$ cat src/hdl/smx_pkg.sv
package smx_pkg;

  localparam int MaxChannels = 64;
  localparam int IdxW = $clog2(MaxChannels);
  localparam int CntW = IdxW + 1;
  localparam int SumW = 23;

  typedef enum logic [3:0] {
    ST_COLLECT,
    ST_SUM_RD,
    ST_SUM_EXP,
    ST_SUM_ACC,
    ST_DIV_RD,
    ST_DIV_EXP,
    ST_DIV_LD,
    ST_DIV_RUN,
    ST_OUT
  } state_t;

  function automatic logic [15:0] exp_hi(input logic [3:0] n);
    logic [15:0] r;
    case (n)
      4'd0: r = 16'd65535;
      4'd1: r = 16'd24109;
      4'd2: r = 16'd8869;
      4'd3: r = 16'd3263;
      4'd4: r = 16'd1200;
      4'd5: r = 16'd442;
      4'd6: r = 16'd162;
      4'd7: r = 16'd60;
      4'd8: r = 16'd22;
      4'd9: r = 16'd8;
      4'd10: r = 16'd3;
      4'd11: r = 16'd1;
      default: r = 16'd0;
    endcase
    return r;
  endfunction

  // round(65536*e^(-f/256)); f = 0 handled as 65536 by caller
  function automatic logic [15:0] exp_lo(input logic [7:0] f);
    real v;
    v = 65536.0 * $exp(-$itor(f) / 256.0) + 0.5;
    return 16'($rtoi(v));
  endfunction

endpackage

$ cat src/hdl/smx_exp.sv
module smx_exp (
  input  logic        clk,
  input  logic [15:0] d,
  output logic [16:0] e_r
);
  import smx_pkg::*;

  logic [16:0] hi, lo;
  logic [33:0] p;
  logic [16:0] e_nxt;
  logic [15:0] lo_tab [256];

  for (genvar g = 0; g < 256; g++) begin : g_lo
    assign lo_tab[g] = exp_lo(8'(g));
  end

  always_comb begin
    hi = (d[11:8] == 4'd0) ? 17'h10000 : {1'b0, exp_hi(d[11:8])};
    lo = (d[7:0] == 8'd0) ? 17'h10000 : {1'b0, lo_tab[d[7:0]]};
    p = hi * lo + 34'd32768;
    e_nxt = (d[15:12] != 4'd0) ? 17'd0 : p[32:16];
  end

  always_ff @(posedge clk) begin
    e_r <= e_nxt;
  end
endmodule

$ cat src/hdl/softmax_vector_unit_top.sv
// Sequence: after the last logit of an N-logit vector is taken, a sum pass reads, exps and
// accumulates each logit in turn, then the first divide runs before out_tvalid rises.
// Input: logits are taken one per cycle while collecting; each result then goes through
// read, exp, load, divide and output, and no new logit is taken until the last is accepted.
// Reset: rst_n synchronous, active low; clears control, count, max and sum; length 2.
module softmax_vector_unit_top (
  input  logic        clk,
  input  logic        rst_n,
  input  logic        cfg_valid,
  output logic        cfg_ready,
  input  logic [7:0]  cfg_data,      // [6:0] channel_count
  input  logic        in_tvalid,
  output logic        in_tready,
  input  logic [15:0] in_tdata,      // [15:0] logit
  output logic        out_tvalid,
  input  logic        out_tready,
  output logic [15:0] out_tdata,     // [15:0] probability
  output logic        out_tlast
);
  import smx_pkg::*;

  state_t state_r, state_nxt;
  logic [6:0] len_r;
  logic [CntW-1:0] cnt_r, cnt_nxt, idx_r, idx_nxt, n_r, n_nxt;
  logic signed [15:0] max_r, max_nxt;
  logic [SumW-1:0] sum_r, sum_nxt;
  logic [15:0] mem [MaxChannels];
  logic [15:0] rd_r;
  logic [16:0] e_r;
  logic [15:0] d;
  logic [CntW-1:0] lenc;
  logic [39:0] rem_r, rem_nxt;
  logic [32:0] q_r, q_nxt;
  logic [5:0] step_r, step_nxt;
  logic [15:0] prob_r, prob_nxt;
  logic last_r, last_nxt;
  logic in_fire;
  logic [40:0] trial;

  assign cfg_ready = 1'b1;
  assign in_tready = (state_r == ST_COLLECT);
  assign in_fire = in_tvalid && in_tready;
  assign out_tvalid = (state_r == ST_OUT);
  assign out_tdata = prob_r;
  assign out_tlast = last_r;

  always_comb begin
    if (len_r == 7'd0) lenc = CntW'(1);
    else if (len_r > 7'(MaxChannels)) lenc = CntW'(MaxChannels);
    else lenc = CntW'(len_r);
  end

  assign d = 16'($signed(max_r) - $signed(rd_r));

  smx_exp u_exp (.clk(clk), .d(d), .e_r(e_r));

  always_ff @(posedge clk) begin
    if (in_fire) mem[cnt_r[IdxW-1:0]] <= in_tdata;
    rd_r <= mem[idx_r[IdxW-1:0]];
  end

  assign trial = {rem_r, q_r[32]} - {18'd0, sum_r};

  always_comb begin
    state_nxt = state_r;
    case (state_r)
      ST_COLLECT: if (in_fire && (cnt_r + CntW'(1) >= lenc)) state_nxt = ST_SUM_RD;
      ST_SUM_RD: state_nxt = ST_SUM_EXP;
      ST_SUM_EXP: state_nxt = ST_SUM_ACC;
      ST_SUM_ACC: state_nxt = (idx_r == n_r) ? ST_DIV_RD : ST_SUM_RD;
      ST_DIV_RD: state_nxt = ST_DIV_EXP;
      ST_DIV_EXP: state_nxt = ST_DIV_LD;
      ST_DIV_LD: state_nxt = ST_DIV_RUN;
      ST_DIV_RUN: if (step_r == 6'd33) state_nxt = ST_OUT;
      ST_OUT: if (out_tready) state_nxt = last_r ? ST_COLLECT : ST_DIV_RD;
      default: state_nxt = ST_COLLECT;
    endcase
  end

  always_comb begin
    cnt_nxt = cnt_r; idx_nxt = idx_r; n_nxt = n_r; max_nxt = max_r;
    sum_nxt = sum_r; rem_nxt = rem_r; q_nxt = q_r; step_nxt = step_r;
    prob_nxt = prob_r; last_nxt = last_r;
    case (state_r)
      ST_COLLECT: if (in_fire) begin
        if (cnt_r == CntW'(0) || $signed(in_tdata) > max_r) max_nxt = in_tdata;
        cnt_nxt = cnt_r + CntW'(1);
        if (cnt_r + CntW'(1) >= lenc) begin
          n_nxt = cnt_r + CntW'(1);
          idx_nxt = '0;
          sum_nxt = '0;
          cnt_nxt = '0;
        end
      end
      ST_SUM_RD: idx_nxt = idx_r + CntW'(1);
      ST_SUM_ACC: begin
        sum_nxt = sum_r + SumW'(e_r);
        if (idx_r == n_r) idx_nxt = '0;
      end
      ST_DIV_RD: idx_nxt = idx_r + CntW'(1);
      ST_DIV_LD: begin
        rem_nxt = '0;
        q_nxt = {e_r, 16'd0};
        step_nxt = '0;
      end
      ST_DIV_RUN: begin
        if (step_r == 6'd33) begin
          if (sum_r == '0 || q_r[32:16] != 17'd0) prob_nxt = 16'hffff;
          else prob_nxt = q_r[15:0];
          last_nxt = (idx_r == n_r);
        end else begin
          step_nxt = step_r + 6'd1;
          if (!trial[40]) begin
            rem_nxt = trial[39:0];
            q_nxt = {q_r[31:0], 1'b1};
          end else begin
            rem_nxt = {rem_r[38:0], q_r[32]};
            q_nxt = {q_r[31:0], 1'b0};
          end
        end
      end
      default: ;
    endcase
  end

  always_ff @(posedge clk) begin
    if (!rst_n) begin
      state_r <= ST_COLLECT;
      len_r <= 7'd2;
      cnt_r <= '0; idx_r <= '0; n_r <= '0;
      max_r <= '0; sum_r <= '0;
      step_r <= '0; last_r <= 1'b0;
    end else begin
      state_r <= state_nxt;
      if (cfg_valid) len_r <= cfg_data[6:0];
      cnt_r <= cnt_nxt; idx_r <= idx_nxt; n_r <= n_nxt;
      max_r <= max_nxt; sum_r <= sum_nxt;
      step_r <= step_nxt; last_r <= last_nxt;
    end
    rem_r <= rem_nxt;
    q_r <= q_nxt;
    prob_r <= prob_nxt;
  end

  // trial uses shifted-in dividend bit
endmodule

$ cat config.mk
export PLATFORM = sky130hd
export DESIGN_NAME = softmax_vector_unit_top
export DESIGN_NICKNAME = d
export VERILOG_FILES = /design/src/hdl/smx_pkg.sv /design/src/hdl/smx_exp.sv /design/src/hdl/softmax_vector_unit_top.sv
export SDC_FILE = /design/constraint.sdc
export NUM_CORES = 2
export LEC_CHECK = 0
export BUFFER_PORTS_ARGS = -buffer_cell sky130_fd_sc_hd__buf_2
export CORE_MARGIN = 2
export CORE_UTILIZATION = 65
export DETAILED_ROUTE_END_ITERATION = 7
export PLACE_DENSITY = 0.77
export SLEW_MARGIN = 30
export SYNTH_ARGS = -nofsm -noshare
export SYNTH_HDL_FRONTEND = slang
export SYNTH_SLANG_ARGS = --single-unit
$ cat constraint.sdc
create_clock -name clk -period 30.9 [get_ports clk]
set_clock_uncertainty 0.1 [all_clocks]
set_input_delay 4.635 -clock clk [delete_from_list [all_inputs] [get_ports clk]]
set_output_delay 4.635 -clock clk [all_outputs]
set_load 0.05 [all_outputs]
==> metrics.cfg <==
[run_status]
run_status = completed

[synthesis]
syn_avg_cell_area_um2 = 13.9
synth_ff_type = edfxtp_1
syn-cell-area_um2 = 64000
synth-seq-cells = 1224
async_reset_ff_share_pct = 0
netlist_instances = 4608
seq_area_frac_synth_pct = 55.7
synth.distinct_cells = 93
synth_edf_count = 1113
yosys_warnings = 0

[global_route]
grt_max_degree = 142
grt_first_pass_wirelength_mm = 253
grt-busiest-layer = met2
grt_util_met2_pct = 54.8
antenna_found_initial = 9
gr-usage-all-layers_pct = 33.4
use_met1_pct = 44.1
gr-total-overflow = 0
grt_pass1_vias = 40568
grt_use_met3_pct = 6.04

[cells_and_area]
drive_above_1_share_pct = 16.4
syn2layout_area_growth_pct = 9.56
post-route-util_pct = 71.5
instances_no_fill = 6070
layout.nets = 5154

[worst_setup_path]
reg2reg_to = u_exp.e_r[15]$_SDFF_PP0_
worst-path-max-fanout = 59
crit_path_frequent_cell = fa_1
slowest_delay_ns = 0.63
critical_path_class = flop to flop
ff2ff_path_depth = 41
worst-path-buf-inv = 9
cpMaxStageDelayCell = buf_4
worstPathArrival_ns = 12.00
cp-start-kind = flop
r2r_setup_slack_ns = 19.28
cp_top_family = adder cells
crit_required_ns = 31.28
r2r_start = max_r[0]$_SDFFE_PN0P_
end_kind = flop

[sta]
min_period_ns = 11.62
max_freq_mhz = 86.1
setup_tns_ns = 0
holdWs_ns = 0.388
drv_slew = 0
finalSetupViolations = 0
rsz0062_at_grt = false
worst_pin_slew_ns = 1.01
hold_viol_final = 0
post-route-period-util_pct = 37.6
maxSlewHeadroom_pct = 32.4

[route]
vias = 40121
viasPerCell = 6.61
firstDrtPassIters = 6
drtAntennaViolNets = 0
drt_wl_total_mm = 167
drt_iter0_drc = 5341
drc_errors = 0
wire_per_inst_um = 27.5

[die]
fp.dieW_um = 318
start_util_pct = 65.3
ios = 49
rows = 115
dieArea_um2 = 101000
die_h_um = 318
core_area_um2 = 98000

[clocking]
post_cts_buffers = 0
cts_buffers = 116
clk_latency_ns = 0.74
cts_tree = done
root_buffer = clkbuf_16
cts_resized = 0
hold_buffers = 0
cts_htree_levels = 3
cts.sinks = 1224
cts.path.max_buffers = 3
clk_pin_slew_worst_paths_ns = 0.06

[worst_hold_path]
hold_class = flop to flop
hp-start = n_r[1]$_SDFFE_PN0P_
whs_path_depth = 2
holdPathEnd = n_r[1]$_SDFFE_PN0P_

[placement]
placed_cells = 5852
dp_hpwl_mm = 101
gp_congestion = 0.962
port_buffers = 46

[flow_run]
maxCapViolCount = 0

## through the flow
step / worst slack, ns / area, um2
6_report: 19.28 / 70100
5_1_grt: 18.81 / 70100
4_1_cts: 19.56 / 70000
3_5_place_dp: 19.68 / 66200
3_3_place_gp: 19.72 / 66100
2_1_floorplan: 20.97 / 64100
## cells in the final DEF (no fill, tap or decap), types with 18 or more instances in the layout
cell / count
a31oi_1: 30
xor2_1: 47
o21a_1: 19
nor2_1: 424
o22ai_1: 27
a21oi_1: 171
and2_1: 31
or3_1: 18
o21ai_0: 140
inv_1: 346
buf_2: 46
ha_1: 215
a21boi_0: 25
mux2i_1: 46
o211ai_1: 33
a21o_1: 40
or2_2: 51
a211oi_1: 33
conb_1: 34
edfxtp_1: 1113
nand2b_1: 45
clkbuf_16: 116
clkinv_2: 18
buf_4: 135
fa_1: 226
mux4_2: 337
nor2b_1: 49
xnor2_1: 50
nand4_1: 25
nor3_1: 59
clkinv_1: 33
clkbuf_1: 18
dfxtp_1: 106
nor4_1: 25
nand2_1: 299
nand3_1: 76
## synthesized netlist by cell type, drive strengths merged, types with 17 or more instances
cell type,instances,area share [%]
a211oi,33,0.39
nor3,61,0.50
o22ai,28,0.28
nand2,300,1.8
nor4,27,0.28
edfxtp,1113,52
dfxtp,111,3.5
a31oi,32,0.34
nand4,25,0.24
o21a,19,0.22
nor2b,49,0.48
fa,226,7.1
and2,32,0.31
nand2b,45,0.44
a21oi,175,1.4
or2,52,0.51
a311oi,17,0.23
mux2i,46,0.72
buf,80,0.52
o211ai,33,0.39
nand3,76,0.59
or3,18,0.18
xor2,51,0.71
mux4,337,12
a21boi,26,0.31
nor2,431,2.5
ha,215,4.2
a21o,40,0.47
o21ai,148,1.2
xnor2,52,0.72
inv,347,2.0
clkbuf,181,1.1
## worst register-to-register path, delay by kind of cell (launching register included)
family          cells  cell delay [ns]
flops               1             0.33
buf+inv             9             2.22
compound gates     13             3.08
fa+ha+maj           9             4.09
xor+xnor            1             0.19
simple gates        9             1.39
## sequential cells by signal, indices dropped and copies added, names as in the netlist, 6 cells and up
name	count
cnt_r	7
idx_r	7
len_r	7
max_r	16
mem	1024
n_r	7
out_tdata	16
q_r	33
rd_r	16
rem_r	40
step_r	6
sum_r	23
u_exp.e_r	17
## layout make-up
class,instances,area (um2)
inverters,349,1310
clock buffers,134,2970
multi-input cells,2806,26300
flip-flops and latches,1224,35700
clock inverters,81,928
well taps,1287,1610
fillers,6230,27900
repair buffers,187,1350
diodes,2,5.00
## worst max-delay path by stage
stage,from,end,cells past startpoint
after global routing,max_r[0]$_SDFFE_PN0P_,u_exp.e_r[16]$_SDFF_PP0_,41
final,max_r[0]$_SDFFE_PN0P_,u_exp.e_r[15]$_SDFF_PP0_,41
after global placement,max_r[0]$_SDFFE_PN0P_,u_exp.e_r[16]$_SDFF_PP0_,41
after detailed placement,max_r[0]$_SDFFE_PN0P_,u_exp.e_r[16]$_SDFF_PP0_,41
after CTS,max_r[0]$_SDFFE_PN0P_,u_exp.e_r[16]$_SDFF_PP0_,41
after floorplan,max_r[0]$_SDFFE_PN0P_,u_exp.e_r[15]$_SDFF_PP0_,43
## kinds of logic after synthesis
family | synth area share (%)
AOI/OAI and AO/OA | 6.90
xor gates and xnor gates | 1.43
adders and majority gates | 11.3
buffers and inverters | 3.63
DFF | 55.7
muxes | 12.6
other | 0.0117
and+or+nand+nor | 8.46
## per-layer routing
metal  vias up  part of all wire [%]
li1      17285                     -
met1     20097                    36
met2      2247                    49
met3       482                   9.3
met4        10                   5.1
met5         -                 0.044
Power is left out: the tool's default activity adds up to more than one toggle a clock period on the data nets, which glitch-free logic cannot reach.
